==> src/hdl/sstw_pkg.sv <==
// ----------------------------------------------------------------------------
// Seven-segment text writer package
// Shared types, constants and a lookup function for the text writer blocks.
// ----------------------------------------------------------------------------
package sstw_pkg;

    // Number of logical digit positions on the panel.
    localparam int POSITIONS = 16;
    localparam int POS_W     = $clog2(POSITIONS + 1);
    localparam int COL_W     = 4;
    localparam int CHAR_W    = 8;
    localparam int PAT_W     = 7;
    localparam int SEG_W     = 8;
    localparam int START_W   = 4;
    localparam int DCOUNT_W  = 5;

    // Depth of the queue between front and back.
    localparam int QUEUE_DEPTH = 2;

    // Register reset value.
    localparam logic [DCOUNT_W-1:0] DIGIT_COUNT_RESET = DCOUNT_W'(POSITIONS);

    // Character codes with a special meaning.
    localparam logic [CHAR_W-1:0] CHAR_END   = 8'h00;
    localparam logic [CHAR_W-1:0] CHAR_COLON = 8'h3A;
    localparam logic [CHAR_W-1:0] CHAR_DOT   = 8'h2E;

    // Logical position to physical column map.
    localparam logic [COL_W-1:0] COLUMN_OF [16] = '{
        4'd4,  4'd5,  4'd6,  4'd7,  4'd0, 4'd1, 4'd2,  4'd3,
        4'd12, 4'd13, 4'd14, 4'd15, 4'd8, 4'd9, 4'd10, 4'd11
    };

    // What the front found a character to be.
    typedef enum logic [1:0] {
        KIND_END   = 2'd0,
        KIND_POINT = 2'd1,
        KIND_DRAW  = 2'd2
    } t_kind;

    // One classified item travelling from front to back.
    typedef struct packed {
        t_kind                kind;
        logic [PAT_W-1:0]     pattern;
        logic                 begin_string;
        logic [START_W-1:0]   start_position;
    } t_class_item;

    // One result item.
    typedef struct packed {
        logic                 write_valid;
        logic [COL_W-1:0]     column;
        logic [SEG_W-1:0]     segments;
        logic                 string_done;
        logic [DCOUNT_W-1:0]  digits_written;
        logic                 truncated;
    } t_result;

    // Segment pattern of a drawable character; unknown characters draw blank.
    function automatic logic [PAT_W-1:0] segment_pattern(input logic [CHAR_W-1:0] ch);
        logic [PAT_W-1:0] pat;
        unique case (ch)
            8'h30:   pat = 7'h3F;
            8'h31:   pat = 7'h06;
            8'h32:   pat = 7'h5B;
            8'h33:   pat = 7'h4F;
            8'h34:   pat = 7'h66;
            8'h35:   pat = 7'h6D;
            8'h36:   pat = 7'h7D;
            8'h37:   pat = 7'h07;
            8'h38:   pat = 7'h7F;
            8'h39:   pat = 7'h6F;
            8'h2D:   pat = 7'h40;
            8'h7E:   pat = 7'h63;
            8'h63:   pat = 7'h61;
            8'h66:   pat = 7'h71;
            default: pat = 7'h00;
        endcase
        return pat;
    endfunction

endpackage

==> src/hdl/sstw_front.sv <==
// ----------------------------------------------------------------------------
// Text writer front end
// Accepts characters, classifies them and holds one classified item.
// ----------------------------------------------------------------------------
module sstw_front
    import sstw_pkg::*;
(
    input  logic                i_clk,
    input  logic                i_rst_n,
    input  logic                i_in_valid,
    output logic                o_in_ready,
    input  logic [CHAR_W-1:0]   i_character,
    input  logic                i_begin_string,
    input  logic [START_W-1:0]  i_start_position,
    output logic                o_item_valid,
    input  logic                i_item_ready,
    output t_class_item         o_item
);

    logic         r_valid;
    logic         n_valid;
    t_class_item  r_item;
    t_class_item  n_item;
    logic         accept;

    // The holding register frees up when the queue takes its item.
    assign o_in_ready = !r_valid || i_item_ready;
    assign accept     = i_in_valid && o_in_ready;

    // Classify the incoming character.
    always_comb begin
        n_item.begin_string   = i_begin_string;
        n_item.start_position = i_start_position;
        n_item.pattern        = segment_pattern(i_character);
        if (i_character == CHAR_END) begin
            n_item.kind = KIND_END;
        end else if (i_character == CHAR_COLON || i_character == CHAR_DOT) begin
            n_item.kind = KIND_POINT;
        end else begin
            n_item.kind = KIND_DRAW;
        end
    end

    // Valid flag of the holding register.
    always_comb begin
        if (accept) begin
            n_valid = 1'b1;
        end else if (i_item_ready) begin
            n_valid = 1'b0;
        end else begin
            n_valid = r_valid;
        end
    end

    always_ff @(posedge i_clk) begin
        if (!i_rst_n) begin
            r_valid <= 1'b0;
        end else begin
            r_valid <= n_valid;
        end
    end

    always_ff @(posedge i_clk) begin
        if (accept) begin
            r_item <= n_item;
        end
    end

    assign o_item_valid = r_valid;
    assign o_item       = r_item;

endmodule

==> src/hdl/sstw_queue.sv <==
// ----------------------------------------------------------------------------
// Text writer queue
// Short first-in first-out buffer of classified items between front and back.
// ----------------------------------------------------------------------------
module sstw_queue
    import sstw_pkg::*;
(
    input  logic         i_clk,
    input  logic         i_rst_n,
    input  logic         i_push_valid,
    output logic         o_push_ready,
    input  t_class_item  i_push_item,
    output logic         o_pop_valid,
    input  logic         i_pop_ready,
    output t_class_item  o_pop_item
);

    localparam int PTR_W = (QUEUE_DEPTH > 1) ? $clog2(QUEUE_DEPTH) : 1;
    localparam int CNT_W = $clog2(QUEUE_DEPTH + 1);

    t_class_item       r_mem [QUEUE_DEPTH];
    logic [PTR_W-1:0]  r_wr_ptr;
    logic [PTR_W-1:0]  r_rd_ptr;
    logic [CNT_W-1:0]  r_count;
    logic [PTR_W-1:0]  n_wr_ptr;
    logic [PTR_W-1:0]  n_rd_ptr;
    logic [CNT_W-1:0]  n_count;
    logic              push;
    logic              pop;

    assign o_push_ready = (r_count != CNT_W'(QUEUE_DEPTH));
    assign o_pop_valid  = (r_count != '0);
    assign push         = i_push_valid && o_push_ready;
    assign pop          = o_pop_valid && i_pop_ready;
    assign o_pop_item   = r_mem[r_rd_ptr];

    // Pointer and fill count updates.
    always_comb begin
        n_wr_ptr = r_wr_ptr;
        n_rd_ptr = r_rd_ptr;
        n_count  = r_count;
        if (push) begin
            n_wr_ptr = (r_wr_ptr == PTR_W'(QUEUE_DEPTH - 1)) ? '0 : r_wr_ptr + 1'b1;
        end
        if (pop) begin
            n_rd_ptr = (r_rd_ptr == PTR_W'(QUEUE_DEPTH - 1)) ? '0 : r_rd_ptr + 1'b1;
        end
        if (push && !pop) begin
            n_count = r_count + 1'b1;
        end else if (pop && !push) begin
            n_count = r_count - 1'b1;
        end
    end

    always_ff @(posedge i_clk) begin
        if (!i_rst_n) begin
            r_wr_ptr <= '0;
            r_rd_ptr <= '0;
            r_count  <= '0;
        end else begin
            r_wr_ptr <= n_wr_ptr;
            r_rd_ptr <= n_rd_ptr;
            r_count  <= n_count;
        end
    end

    // Storage for queued items.
    always_ff @(posedge i_clk) begin
        if (push) begin
            r_mem[r_wr_ptr] <= i_push_item;
        end
    end

endmodule

==> src/hdl/sstw_back.sv <==
// ----------------------------------------------------------------------------
// Text writer back end
// Keeps the string state, draws digits and registers each result item.
// ----------------------------------------------------------------------------
module sstw_back
    import sstw_pkg::*;
(
    input  logic                 i_clk,
    input  logic                 i_rst_n,
    input  logic [DCOUNT_W-1:0]  i_digit_count,
    input  logic                 i_item_valid,
    output logic                 o_item_ready,
    input  t_class_item          i_item,
    output logic                 o_out_valid,
    input  logic                 i_out_ready,
    output t_result              o_result
);

    logic [POS_W-1:0]    r_position;
    logic [START_W-1:0]  r_first;
    logic                r_point;
    logic                r_stopped;
    logic [POS_W-1:0]    n_position;
    logic [START_W-1:0]  n_first;
    logic                n_point;
    logic                n_stopped;
    logic                r_out_valid;
    logic                n_out_valid;
    t_result             r_result;
    t_result             n_result;
    logic                has_result;
    logic                fire;
    logic [POS_W-1:0]    active;
    logic [POS_W-1:0]    pos_eff;
    logic [START_W-1:0]  first_eff;
    logic                point_eff;
    logic                stopped_eff;

    // An item is carried out whenever the output register can take a result.
    assign o_item_ready = !r_out_valid || i_out_ready;
    assign fire         = i_item_valid && o_item_ready;

    // A digit count of zero or past the panel width means the whole panel.
    always_comb begin
        if (i_digit_count == '0 || i_digit_count > DCOUNT_W'(POSITIONS)) begin
            active = POS_W'(POSITIONS);
        end else begin
            active = POS_W'(i_digit_count);
        end
    end

    // A begin flag restarts the string before the character is handled.
    always_comb begin
        if (i_item.begin_string) begin
            pos_eff     = POS_W'(i_item.start_position);
            first_eff   = i_item.start_position;
            point_eff   = 1'b0;
            stopped_eff = 1'b0;
        end else begin
            pos_eff     = r_position;
            first_eff   = r_first;
            point_eff   = r_point;
            stopped_eff = r_stopped;
        end
    end

    // Carry out the classified character.
    always_comb begin
        n_position = pos_eff;
        n_first    = first_eff;
        n_point    = point_eff;
        n_stopped  = stopped_eff;
        has_result = 1'b0;
        n_result   = '0;
        unique case (i_item.kind)
            KIND_END: begin
                has_result              = 1'b1;
                n_result.string_done    = 1'b1;
                n_result.digits_written = DCOUNT_W'(pos_eff - POS_W'(first_eff));
                n_result.truncated      = stopped_eff;
            end
            KIND_POINT: begin
                if (!stopped_eff) begin
                    n_point = 1'b1;
                end
            end
            KIND_DRAW: begin
                if (!stopped_eff) begin
                    if (pos_eff >= active) begin
                        n_stopped = 1'b1;
                    end else begin
                        has_result           = 1'b1;
                        n_result.write_valid = 1'b1;
                        n_result.column      = COLUMN_OF[pos_eff[COL_W-1:0]];
                        n_result.segments    = {point_eff, i_item.pattern};
                        n_point              = 1'b0;
                        n_position           = pos_eff + 1'b1;
                    end
                end
            end
            default: begin
                has_result = 1'b0;
            end
        endcase
    end

    // Output register valid flag.
    always_comb begin
        if (fire) begin
            n_out_valid = has_result;
        end else if (i_out_ready) begin
            n_out_valid = 1'b0;
        end else begin
            n_out_valid = r_out_valid;
        end
    end

    always_ff @(posedge i_clk) begin
        if (!i_rst_n) begin
            r_position  <= '0;
            r_first     <= '0;
            r_point     <= 1'b0;
            r_stopped   <= 1'b0;
            r_out_valid <= 1'b0;
        end else begin
            r_out_valid <= n_out_valid;
            if (fire) begin
                r_position <= n_position;
                r_first    <= n_first;
                r_point    <= n_point;
                r_stopped  <= n_stopped;
            end
        end
    end

    always_ff @(posedge i_clk) begin
        if (fire && has_result) begin
            r_result <= n_result;
        end
    end

    assign o_out_valid = r_out_valid;
    assign o_result    = r_result;

    // A result is either a digit write or a string end, never both.
    a_write_or_done: assert property (@(posedge i_clk) disable iff (!i_rst_n)
        r_out_valid |-> (r_result.write_valid != r_result.string_done))
        else $error("result is neither a single write nor a single end");

    // The running position never passes the panel width.
    a_position_range: assert property (@(posedge i_clk) disable iff (!i_rst_n)
        r_position <= POS_W'(POSITIONS))
        else $error("running position past the panel width");

    // The running position never falls behind the string start.
    a_position_order: assert property (@(posedge i_clk) disable iff (!i_rst_n)
        r_position >= POS_W'(r_first))
        else $error("running position behind the string start");

    // An end result never reports more digits than the panel holds.
    a_count_range: assert property (@(posedge i_clk) disable iff (!i_rst_n)
        (r_out_valid && r_result.string_done) |->
            (r_result.digits_written <= DCOUNT_W'(POSITIONS)))
        else $error("digit count past the panel width");

endmodule

==> src/hdl/seven_segment_text_writer.sv <==
// ----------------------------------------------------------------------------
// Seven-segment text writer
// Turns a character string into column and segment writes for a 16-column
// seven-segment panel.
// ----------------------------------------------------------------------------
// The block takes one character item per clock cycle unless back-pressure
// stalls it, and gives at most one result per item. An item passes a
// classifying register in the front, a two-entry queue and the state and
// output register in the back; with the output side always ready, throughput
// is one item every cycle. The queue decouples the two sides: the front takes
// new items while a finished result waits, until the queue fills. Colons,
// dots and characters ignored after truncation give no result. The digit
// count register may only be written while no item is in flight.
module seven_segment_text_writer
    import sstw_pkg::*;
(
    input  logic                 i_clk,
    input  logic                 i_rst_n,
    input  logic                 i_cfg_wr_en,
    input  logic [DCOUNT_W-1:0]  i_cfg_wr_data,
    input  logic                 i_in_valid,
    output logic                 o_in_ready,
    input  logic [CHAR_W-1:0]    i_character,
    input  logic                 i_begin_string,
    input  logic [START_W-1:0]   i_start_position,
    output logic                 o_out_valid,
    input  logic                 i_out_ready,
    output logic                 o_write_valid,
    output logic [COL_W-1:0]     o_column,
    output logic [SEG_W-1:0]     o_segments,
    output logic                 o_string_done,
    output logic [DCOUNT_W-1:0]  o_digits_written,
    output logic                 o_truncated
);

    logic [DCOUNT_W-1:0]  r_digit_count;
    logic                 front_valid;
    logic                 front_ready;
    t_class_item          front_item;
    logic                 queue_valid;
    logic                 queue_ready;
    t_class_item          queue_item;
    t_result              result;

    // Digit count register.
    always_ff @(posedge i_clk) begin
        if (!i_rst_n) begin
            r_digit_count <= DIGIT_COUNT_RESET;
        end else if (i_cfg_wr_en) begin
            r_digit_count <= i_cfg_wr_data;
        end
    end

    sstw_front u_front (
        .i_clk            (i_clk),
        .i_rst_n          (i_rst_n),
        .i_in_valid       (i_in_valid),
        .o_in_ready       (o_in_ready),
        .i_character      (i_character),
        .i_begin_string   (i_begin_string),
        .i_start_position (i_start_position),
        .o_item_valid     (front_valid),
        .i_item_ready     (front_ready),
        .o_item           (front_item)
    );

    sstw_queue u_queue (
        .i_clk        (i_clk),
        .i_rst_n      (i_rst_n),
        .i_push_valid (front_valid),
        .o_push_ready (front_ready),
        .i_push_item  (front_item),
        .o_pop_valid  (queue_valid),
        .i_pop_ready  (queue_ready),
        .o_pop_item   (queue_item)
    );

    sstw_back u_back (
        .i_clk         (i_clk),
        .i_rst_n       (i_rst_n),
        .i_digit_count (r_digit_count),
        .i_item_valid  (queue_valid),
        .o_item_ready  (queue_ready),
        .i_item        (queue_item),
        .o_out_valid   (o_out_valid),
        .i_out_ready   (i_out_ready),
        .o_result      (result)
    );

    assign o_write_valid    = result.write_valid;
    assign o_column         = result.column;
    assign o_segments       = result.segments;
    assign o_string_done    = result.string_done;
    assign o_digits_written = result.digits_written;
    assign o_truncated      = result.truncated;

endmodule

==> config.mk <==
export PLATFORM = sky130hd
export DESIGN_NAME = seven_segment_text_writer
export DESIGN_NICKNAME = d
export VERILOG_FILES = /design/src/hdl/sstw_pkg.sv /design/src/hdl/sstw_front.sv /design/src/hdl/sstw_queue.sv /design/src/hdl/sstw_back.sv /design/src/hdl/seven_segment_text_writer.sv
export SDC_FILE = /design/constraint.sdc
export NUM_CORES = 1
export LEC_CHECK = 0
export ABC_AREA = 1
export BUFFER_PORTS_ARGS = -buffer_cell sky130_fd_sc_hd__buf_4
export CORE_ASPECT_RATIO = 1.2
export CORE_UTILIZATION = 50
export DETAILED_ROUTE_END_ITERATION = 12
export GPL_ROUTABILITY_DRIVEN = 0
export PLACE_DENSITY = 0.72
export SLEW_MARGIN = 20
export SYNTH_ARGS = -nofsm -noshare
export SYNTH_HDL_FRONTEND = slang
export SYNTH_HIERARCHICAL = 1
export SYNTH_SLANG_ARGS = --single-unit
==> constraint.sdc <==
create_clock -name i_clk -period 2.75 [get_ports i_clk]
set_clock_uncertainty 0.05 [all_clocks]
set_input_delay 0.275 -clock i_clk [delete_from_list [all_inputs] [get_ports i_clk]]
set_output_delay 0.275 -clock i_clk [all_outputs]
set_load 0.03 [all_outputs]
==> results.py <==
metrics = {
    "cts": {
        "cts_tree": "built",
        "cts_num_sinks": 85,
        "cts.hold.buffers_added": 0,
        "h-tree-depth": 3,
        "clk_path_buf_depth": 2,
        "cts-root-buf": "clkbuf_8",
        "cts.clk_slew.worst_paths_ps": 80,
        "numCtsBuffers": 9,
        "worstSkewPairLatency_ps": 360,
    },
    "yosys": {
        "syn-num-nets": 467,
        "synth.cell_area_mm2": 0.004128,
        "synth_compound_area_frac": 0.07426,
        "synth_seq_cells": 85,
        "yosys.area_share.simple": 0.2001,
        "ys_warn_count": 6,
        "synthMuxAreaShare": 0.03819,
        "synth_cell_types": 36,
        "synth.avg_cell_area_um2": 9.644,
        "synthXorXnorAreaFrac": 0.002122,
        "synth-adder-area-share": 0.05032,
        "synth_top_family_by_area": "simple AND/OR/NAND/NOR gates",
        "syn_inst": 428,
        "ys_seq_area_frac": 0.5626,
    },
    "layout": {
        "finalNetCount": 534,
        "layout-drive-gt1-share": 0.2625,
        "final_cell_area_mm2": 0.004938,
        "fillCellCount": 615,
        "antenna_cells": 0,
        "utilization": 0.6300,
        "areaGrowthSynthToFinish_pct": 19.64,
        "finalNonFillerCells": 591,
    },
    "power_and_ir_drop": {
        "power.share.sequential": 0.406,
        "p_sw_frac": 0.3687,
        "comb_power_share": 0.403,
        "p_sw_mw": 1.630,
        "power_density_mw_per_mm2": 895.4,
        "p_leak_nw": 2.232,
        "totalPowerFinal_mw": 4.422,
        "ir_worst_vdd_mv": 0.4269,
        "clockPowerShare": 0.191,
        "internal-power_mw": 2.792,
    },
    "timing": {
        "setup-tns-final_ps": 0,
        "slew_viol_final": 0,
        "final-setup-viol-count": 0,
        "worst_slew_pin_slew_ps": 594.9,
        "holdWs_ps": 45.55,
        "max-slew-margin-rel": 0.6029,
        "setup_slack_ps": 16.02,
        "final-hold-violation-count": 0,
        "period_share": 0.9942,
        "min_period_ps": 2734,
        "max_freq_mhz": 365.8,
    },
    "hold_path": {
        "min_from": "i_begin_string",
        "hold_class": "primary input to flop",
        "min_to": "u_front/o_item[4]",
        "min_path_cells": 1,
    },
    "critical_path": {
        "reg2reg_depth": 13,
        "reg2reg_slack_ps": 20,
        "crit_fanout": 5,
        "arrival_ps": 2800,
        "endpoint_kind": "flop",
        "worstPathRequired_ps": 2820,
        "start_kind": "flop",
        "timing.rr.start": "r_digit_count[0]",
        "worstSetupPathType": "flop to flop",
        "rr_endpoint": "u_back/o_result[16]",
    },
    "floorplanning": {
        "die_x_um": 84.94,
        "start_util": 0.5266,
        "coreArea_mm2": 0.007839,
        "die_area_mm2": 0.008624,
        "io_pins": 45,
        "fp.dieH_um": 101.5,
        "rows": 35,
    },
    "placement": {
        "port_buffers": 44,
        "post-dp-hpwl_mm": 5.355,
        "place_inst": 571,
        "place_area_mm2": 0.004628,
        "pre_cts_slack_ps": -95.24,
    },
    "drt": {
        "wl_met2_mm": 3.625,
        "vias_per_cell": 5.030,
        "routed-wl-met3_um": 234,
        "drtIter0Drc": 110,
        "vias": 2973,
        "drt_pre_antenna_iters": 9,
        "antenna_left": 0,
        "wirelength_met1_mm": 3.291,
        "routed.top_layer": "met4",
        "wl_per_cell_um": 12.63,
        "drt_wl_total_mm": 7.463,
        "drc": 1,
    },
    "global_routing": {
        "grt_overflow": 0,
        "antenna_found_initial": 0,
        "grt_pass1_vias": 2776,
        "grt_pass1_wl_mm": 12.03,
        "grt_usage": 0.1809,
        "grt_max_degree": 23,
    },
    "outcome": {
        "status": "complete, but fails checks",
        "violations": "DRC",
    },
    "flow_run": {
        "max_cap_viol_count": 0,
    },
}
==> worst max path at each step <==
stage                                start                  end  slack (ps)  cells after the start
after global placement    r_digit_count[0]  u_back/o_result[10]           9                     12
after CTS                 r_digit_count[0]  u_back/o_result[16]          40                     12
after detailed placement  r_digit_count[0]  u_back/o_result[10]        -100                     12
after global routing      r_digit_count[0]  u_back/o_result[15]         -70                     13
final                     r_digit_count[0]  u_back/o_result[16]          20                     13
after floorplan                       flop   u_back/o_result[0]          30                     14
==> worst max-delay path: stages (launching register included) <==
cell      delay [ps]
dfxtp_2          340
or4_4            540
ha_4             230
inv_2             60
nand2_1           80
ha_4             280
nand2_1           70
nor2_1           150
nand2_1          130
nand4_4          110
inv_4             50
o21ai_4          210
buf_6            140
clkinv_4          70
==> power groups by stage <==
stage	clock network [mW]	logic, mW	registers, mW
6_report	0.843	1.78	1.80
2_1_floorplan	0	0.934	2.03
4_1_cts	0.867	1.65	1.80
5_1_grt	0.909	1.98	1.83
3_5_place_dp	0	1.63	1.82
3_3_place_gp	0	1.60	1.81
==> synthesized netlist by cell type (all sizes together) <==
cell type / n / area (um^2)
a21oi: 19 / 121.4
edfxtp: 62 / 1862
o21ai: 21 / 105.1
inv: 65 / 244.0
mux2: 14 / 157.7
nand2: 95 / 374.1
dfxtp: 23 / 460.4
nand4: 7 / 58.81
nor2: 68 / 295.3
a21boi: 4 / 30.03
nand3: 15 / 80.08
ha: 15 / 187.7
or4: 1 / 7.510
fa: 1 / 20.02
o21a: 1 / 7.510
a31oi: 2 / 12.51
nor3: 2 / 10.01
o21bai: 2 / 15.01
buf: 5 / 42.53
clkinv: 1 / 5.000
clkbuf: 2 / 7.510
a211oi: 1 / 7.510
xor2: 1 / 8.760
a21o: 1 / 7.510
==> kinds of logic after synthesis <==
| kind of cell | after synthesis |
|---|---|
| buf+inv | 73 |
| xor+xnor | 1 |
| flops | 85 |
| mux | 14 |
| simple gates | 188 |
| compound gates | 51 |
| fa+ha+maj | 16 |
==> area by class of cell <==
class                   count  area [um^2]  area share
clock buffers               9        123.9     0.02508
clock inverters             6        63.81     0.01292
inverters                  66        257.7     0.05219
multi-input cells         270         1567      0.3172
flip-flops and latches     85         2325      0.4707
well taps                  92        115.1     0.02331
repair buffers             61        473.0     0.09577
repair inverters            2        13.76    0.002787
==> routing by layer <==
metal,track usage,vias to the layer above
met5,0,-
met4,0.1252,0
met3,0.02689,21
met2,0.3158,73
met1,0.2053,1345
li1,-,1534
==> what timing repair did <==
action	in CTS	in global routing
gates cloned	0	2
pin swaps	0	2
setup buffers	0	3
resized for setup	2	20
setup endpoints to repair	20	26
==> cells in the final DEF (no fill, tap or decap), drive strengths merged <==
| cell | count |
|---|---|
| mux2 | 14 |
| nand2 | 95 |
| nor2 | 68 |
| fa | 1 |
| o21bai | 2 |
| buf | 61 |
| or4 | 1 |
| a31oi | 2 |
| nor3 | 2 |
| inv | 67 |
| o21a | 1 |
| o21ai | 21 |
| a21o | 1 |
| xor2 | 1 |
| dfxtp | 23 |
| bufinv | 1 |
| a21boi | 4 |
| a21oi | 19 |
| nand3 | 15 |
| clkinvlp | 1 |
| nand4 | 7 |
| clkbuf | 9 |
| ha | 15 |
| clkinv | 5 |
| edfxtp | 62 |
| a211oi | 1 |
==> flip-flops by register name (all words and copies together) (netlist names), 2 cells and up, named ones only <==
name and flops:
u_queue/r_mem 28, u_back/r_position 5, u_back/o_result 20, u_front/o_item 14
u_queue/r_count 2, u_back/r_first 4, r_digit_count 5
Power figures use the tool's default switching activity.
